===== config.mk =====
export PLATFORM = sky130hd
export DESIGN_NAME = rbst_back
export DESIGN_NICKNAME = d
export VERILOG_FILES = /design/src/design/rbst_pkg.sv /design/src/design/rbst_back.sv
export SDC_FILE = /design/constraint.sdc
export NUM_CORES = 1
export LEC_CHECK = 0
export CORE_UTILIZATION = 45
export CTS_CLUSTER_DIAMETER = 100
export CTS_CLUSTER_SIZE = 40
export DETAILED_ROUTE_END_ITERATION = 7
export DONT_BUFFER_PORTS = 1
export GPL_TIMING_DRIVEN = 0
export PLACE_DENSITY_LB_ADDON = 0.15
export SYNTH_ARGS = -nofsm -noshare
export SYNTH_HDL_FRONTEND = slang
export SYNTH_SLANG_ARGS = --single-unit

===== constraint.sdc =====
create_clock -name clk -period 5.85 [get_ports clk]
set_clock_uncertainty 0.1 [all_clocks]
set_input_delay 0.585 -clock clk [delete_from_list [all_inputs] [get_ports clk]]
set_output_delay 0.585 -clock clk [all_outputs]
set_load 0.02 [all_outputs]

===== src/design/rbst_pkg.sv =====
// ----------------------------------------------------------------------------
// rbst_pkg
// Shared constants and types of the ray versus box slab test.
// ----------------------------------------------------------------------------
package rbst_pkg;

	localparam int COORD_W   = 32;
	localparam int FRAC_W    = 16;
	localparam int EPS_W     = 16;
	localparam int AXES      = 3;
	localparam int LANES     = 2 * AXES;
	localparam int DIV_STEPS = COORD_W;
	localparam int DIV_LAT   = DIV_STEPS + 1;
	localparam int IDX_W     = 3;
	localparam int IN_W      = 6 * COORD_W;
	localparam int IN_BYTES  = (IN_W + 7) / 8;
	localparam int OUT_BYTES = 1;

	typedef enum logic [IDX_W-1:0] {
		REG_LOW_X  = 3'd0,
		REG_LOW_Y  = 3'd1,
		REG_LOW_Z  = 3'd2,
		REG_HIGH_X = 3'd3,
		REG_HIGH_Y = 3'd4,
		REG_HIGH_Z = 3'd5,
		REG_EPS    = 3'd6
	} reg_idx_t;

	typedef logic signed [COORD_W-1:0] coord_t;
	typedef logic [COORD_W:0]          num_mag_t;
	typedef logic [COORD_W-1:0]        den_mag_t;

	typedef struct packed {
		logic [AXES-1:0]  dir_neg;
		logic [AXES-1:0]  dir_zero;
		logic [AXES-1:0]  in_slab;
		logic [LANES-1:0] quo_neg;
	} side_t;

	localparam coord_t POS_LIM = {1'b0, {(COORD_W-1){1'b1}}};
	localparam coord_t NEG_LIM = {1'b1, {(COORD_W-1){1'b0}}};

endpackage


===== src/design/rbst_back.sv =====
// ----------------------------------------------------------------------------
// rbst_back
// Saturate and sign the distances, pick entry and exit, reduce to the hit flag.
// ----------------------------------------------------------------------------
module rbst_back (
	input  logic                                clk,
	input  logic                                en,
	input  rbst_pkg::den_mag_t                  quo [rbst_pkg::LANES],
	input  logic [rbst_pkg::LANES-1:0]          sat,
	input  rbst_pkg::side_t                     side,
	input  logic [rbst_pkg::EPS_W-1:0]          eps,
	output logic                                hit_s3
);

	rbst_pkg::coord_t tdist [rbst_pkg::LANES];
	rbst_pkg::coord_t entry_s1 [rbst_pkg::AXES];
	rbst_pkg::coord_t exit_s1 [rbst_pkg::AXES];
	logic             ok_s1;
	rbst_pkg::coord_t near_s2, far_s2;
	logic             ok_s2;
	rbst_pkg::coord_t near_c, far_c;

	always_comb begin
		for (int l = 0; l < rbst_pkg::LANES; l++) begin
			if (side.quo_neg[l]) begin
				tdist[l] = (sat[l] || quo[l] > rbst_pkg::COORD_W'(rbst_pkg::NEG_LIM)) ?
				           rbst_pkg::NEG_LIM : rbst_pkg::COORD_W'(-quo[l]);
			end else begin
				tdist[l] = (sat[l] || quo[l] > rbst_pkg::COORD_W'(rbst_pkg::POS_LIM)) ?
				           rbst_pkg::POS_LIM : quo[l];
			end
		end
	end

	always_ff @(posedge clk) begin
		if (en) begin
			for (int a = 0; a < rbst_pkg::AXES; a++) begin
				if (side.dir_zero[a]) begin
					entry_s1[a] <= rbst_pkg::NEG_LIM;
					exit_s1[a]  <= rbst_pkg::POS_LIM;
				end else if (side.dir_neg[a]) begin
					entry_s1[a] <= tdist[2*a+1];
					exit_s1[a]  <= tdist[2*a];
				end else begin
					entry_s1[a] <= tdist[2*a];
					exit_s1[a]  <= tdist[2*a+1];
				end
			end
			ok_s1 <= &(~side.dir_zero | side.in_slab);
		end
	end

	always_comb begin
		near_c = entry_s1[0];
		far_c  = exit_s1[0];
		for (int a = 1; a < rbst_pkg::AXES; a++) begin
			if (entry_s1[a] > near_c) near_c = entry_s1[a];
			if (exit_s1[a] < far_c) far_c = exit_s1[a];
		end
	end

	always_ff @(posedge clk) begin
		if (en) begin
			near_s2 <= near_c;
			far_s2  <= far_c;
			ok_s2   <= ok_s1;
			hit_s3  <= ok_s2 && (near_s2 < far_s2) &&
			           (far_s2 > $signed({{(rbst_pkg::COORD_W-rbst_pkg::EPS_W){1'b0}}, eps}));
		end
	end

endmodule


======== Word-level counts from Yosys, hierarchy flattened ========
Memories as Yosys holds them, arrays and structs flattened.
Cells that the tools add are included.
cells by class
  order comparisons ....................... 18
  add/sub/neg operators ................... 6
  multipliers ............................. 0
  equal/unequal tests ..................... 0
  divide/modulo/power cells ............... 0
  mux-type cells .......................... 67
  bitwise logic cells ..................... 14
  shift operators ......................... 0
  reduce and logical (&&, ||, !) cells .... 15
operators with widths
  cell                    count
  $mux W32                34
  $gt A32 B31 Y1 const B  6
  $gt A32 B32 Y1 const B  6
  $neg A32 Y32            6
  $lt A32 B32 Y1          3
  $gt A32 B32 Y1          2
  $mux W1                 33
  $gt A32 B17 Y1          1
  $logic_or A1 B1 Y1      12
  $or A1 B1 Y1            12
  $not A3 Y3              1
  $or A3 B3 Y3            1
  $reduce_and A3 Y1       1
  $logic_and A1 B1 Y1     2
word-level totals
  memory bits (writable) .................. 192
  bits in latches ......................... 0
  ROM bits ................................ 0
  word-level logic and storage cells ...... 127
  bits in registers ....................... 67
  output and inout bits ................... 1
  memories kept ........................... 2
memory list
  memory    words  width  read ports  clocked after Yosys merged registers in  write ports  line             text
  entry_s1  3      32     3           0                                        3            rbst_back.sv:16  rbst_pkg::coord_t entry_s1 [rbst_pkg::AXES];
  exit_s1   3      32     3           0                                        3            rbst_back.sv:17  rbst_pkg::coord_t exit_s1 [rbst_pkg::AXES];

======== Logic depth before layout (Yosys ltp) ========
  depth after elaboration ................. 6
  mapped depth ............................ 22

======== Worst setup path after synthesis ========
OpenSTA, ideal clock, no wires.
  kind .................................... reg-to-reg
  start ................................... memory entry_s1[1][17] (netlist bit)
  end ..................................... register near_s2[10] (data pin)
  data arrival time ....................... 5,278 ps
  data required time ...................... 5,472 ps
  clock period less this slack ............ 5,656 ps
  stages on the path, launching flop included .. 22
  path slack .............................. 194 ps
  setup time .............................. 278 ps
  path through ............................ edfxtp_1 > ha_1 > a21o_1 > a21o_1 > a2111oi_0 > o41ai_1 > a21oi_1 > o221ai_1 > o211ai_1 > clkbuf_1 > mux2i_1 > ha_1 > nand4_1 > or2_2 > or3_1 > nor3_1 > nand2_1 > o211ai_1 > mux2_2 > o31ai_1 > clkbuf_1 > mux2i_1
RTL lines
  item                  line             text
  start, declared       rbst_back.sv:16
  end signal, assigned  rbst_back.sv:64  near_s2 <= near_c;
  end, declared         rbst_back.sv:19  rbst_pkg::coord_t near_s2, far_s2;

==> flow_summary.ini <==
[clocking]
cts_tree = done
hold_buffers = 0
clk_latency_ns = 0.53
clockRootBuffer = clkbuf_16
clock_sinks = 259
clockBufferDepth = 3
htree_levels = 1
numCtsBuffers = 12
clkTransAtPathRegs_ns = 0.13

[yosys]
synth_nets = 2788
avgSynthCellArea_um2 = 9.074
synth_top_area_share_pct = 36.04
synth_flop_cell = edfxtp_1
synthCells = 2378
synth_top_cell_by_area = edfxtp_1
synth_warnings = 0
netlist_area_mm2 = 0.02158
ys_ff_latch = 259
ys_seq_area_share_pct = 36.04
async_flop_share_pct = 0
synthTopCellsByArea = edfxtp_1 36%, ha_1 10%, mux2i_1 6.0%, a21oi_1 3.9%, inv_1 3.8%
synth_cell_types = 84
synth-edff-count = 259

[timing]
drv_slew = 3
setup_viol = 0
period_share_pct = 98.35
maxSlewHeadroom_pct = -4.056
finalHoldViolCount = 0
max_freq_ghz = 0.1738
layout_min_cycle_time_ns = 5.754
setup_slack_ns = 0.09648
max_slew.worst_pin.slew_ns = 1.541

[global_routing]
grt_max_degree = 72
grt_overflow = 0
grtUsageTotal_pct = 32.79
grt_pass1_wl_um = 120000
first_global_vias = 18274
antenna_found_initial = 1

[final_layout]
syn2layout_area_growth_pct = 9.121
final_area_mm2 = 0.02355
drive_gt1_share_pct = 7.093
final_cell_count_no_fill = 3035
nets = 2829

[floorplan]
chipWidth_um = 221.0
core-area_mm2 = 0.04695
die_area_mm2 = 0.04883
io_pins = 232
num_rows = 79
start_util_pct = 45.96
die_h_um = 221.0

[worst_setup_path]
rrSetupSlack_ns = 0.1
worstSetupStartpoint = entry_s1[1][3]$_DFFE_PP_
end_kind = register
worst_setup_path_start_kind = register
crit_type = register to register
rr_startpoint = entry_s1[1][3]$_DFFE_PP_
worstPathRequired_ns = 6.10
crit_path_max_fanout = 7
critical_path_arrival_ns = 6.00

[route]
via_per_inst = 6.705
firstDrtPassIters = 8
routed_wl_um = 83910
postRouteAntennaNets = 0
drc = 1
vias = 20350
drt_iter0_drc = 2537
drt-wirelength-per-cell_um = 27.65

[flow_run]
max-cap-violations = 1

[worst_hold_path]
hold_start = en
hp-class = input port to register

[placement]
dp_hpwl_um = 69220
numPortBuffers = 0
place_ws_ns = -1.537
gp_congestion = 0.9995
place_area_mm2 = 0.02235
place_inst = 2985

[pwr]
vdd_ir_drop_max_uv = 179.0
p_per_area_mw_per_mm2 = 237.0
p_leak_nw = 9.044

[outcome]
outcome = finished, violations left
violations = design-rule violations, max-capacitance violations, max-slew violations
## state kept, by name, indices dropped and copies added (netlist names)
signal / cells
entry_s1: 96
exit_s1: 96
far_s2: 32
near_s2: 32
hit_s3: 1
ok_s1: 1
ok_s2: 1
## layout by cell type, fill, tap and decap left out, drive strengths merged, types with 15 or more instances in the layout
cell type	count
a211o	16
a211oi	22
a21o	67
a21oi	166
a221oi	18
a22o	27
a22oi	40
a31oi	25
buf	48
clkbuf	113
edfxtp	259
ha	179
inv	221
mux2i	130
nand2	174
nand2b	26
nand3	29
nand4	41
nor2	122
nor2b	15
nor3	102
nor3b	23
nor4	23
o21a	18
o21ai	146
o22a	25
o22ai	42
o311ai	38
o31ai	33
or2	17
or3	44
or4	23
## cells by family (layout without fill, tap and decap cells)
| group | Yosys count | in the layout | synth area share, % |
|---|---|---|---|
| AOI/OAI and AO/OA | 781 | 781 | 24.76 |
| xor gates and xnor gates | 7 | 7 | 0.2841 |
| adders and majority gates | 179 | 179 | 10.38 |
| buffers and inverters | 336 | 383 | 5.943 |
| DFF | 259 | 259 | 36.04 |
| muxes | 135 | 135 | 6.291 |
| other | 0 | 3 | 0 |
| and+or+nand+nor | 681 | 681 | 16.30 |
## stage by stage
step | setup TNS, ns | hold slack, ns | util, % | total power [mW]
finish | 0 | 0.07769 | 50.15 | 5.580
global route | -1.179 | 0.06217 | 50.15 | 5.824
CTS | 0 | 0.07951 | 49.48 | 5.463
detailed placement | -80.43 | 0.3065 | 47.60 | 4.233
global placement | -78.10 | 0.3076 | 47.58 | 4.192
floorplan | 0 | 0.3003 | - | 3.622
## worst paths after layout
check,cells past startpoint,end
worst max register to register,22,near_s2[20]$_DFFE_PP_
worst min-delay path,0,far_s2[16]$_DFFE_PP_
worst max-delay path,22,near_s2[20]$_DFFE_PP_
worst min register to register,0,ok_s2$_DFFE_PP_
## routing by layer
| layer | routed length [µm] | vias to the layer above | global-route usage [%] |
|---|---|---|---|
| met3 | 8574 | 74 | 7.423 |
| met2 | 36480 | 1000 | 49.70 |
| li1 | - | 9242 | - |
| met5 | 0 | - | 0 |
| met1 | 37200 | 10034 | 47.59 |
| met4 | 1654 | 0 | 6.790 |
## cell type report
class	count	area, µm²
fill	4314	23400
multi-input combinational	1783	12990
sequential	259	7777
inverter	216	810.8
tap	607	759.5
buffer	117	535.5
clock buffer	14	329.1
timing repair buffer	30	245.2
clock inverter	6	96.34
antenna	3	7.507
## timing repair
item,in CTS,in global routing
buffers inserted,17,13
gates resized for setup,73,45
pin swaps,3,15
gates cloned,0,0
endpoints found under the setup margin,64,62
## Yosys cell counts (23+ instances only)
cell type,n
o311ai_0,23
a31oi_1,25
nor2_1,121
nand2b_1,26
edfxtp_1,259
a21o_1,67
inv_1,216
o21ai_0,138
o31ai_1,33
mux2i_1,130
nor3_1,102
clkbuf_1,102
a22oi_1,40
or3_1,44
nand2_1,173
nand4_1,41
nand3_1,28
ha_1,179
o22ai_1,42
a22o_1,27
a21oi_1,166
o22a_1,25
## critical path, cell delays in order (launching register included)
cell and delay, ns:
edfxtp_1 0.54, ha_1 0.34, a21o_1 0.18, a21oi_1 0.13
a21oi_1 0.08, a211o_1 0.28, a21oi_2 0.21, o221ai_1 0.15
o211ai_1 0.25, clkbuf_8 0.34, mux2i_4 0.33, ha_4 0.20
nand4_1 0.11, or2_4 0.29, or3_4 0.37, nor3_4 0.22
nand2_2 0.08, o211ai_1 0.26, mux2_4 0.36, o31ai_4 0.12
buf_8 0.21, buf_4 0.15, mux2i_2 0.24
## power breakdown
group / total, mW / internal [mW] / switching [mW]
Sequential: 2.49 / 2.31 / 0.179
Combinational: 1.99 / 0.838 / 1.15
Clock: 1.10 / 0.447 / 0.654
Note: power is estimated with default switching activity, not from simulation.
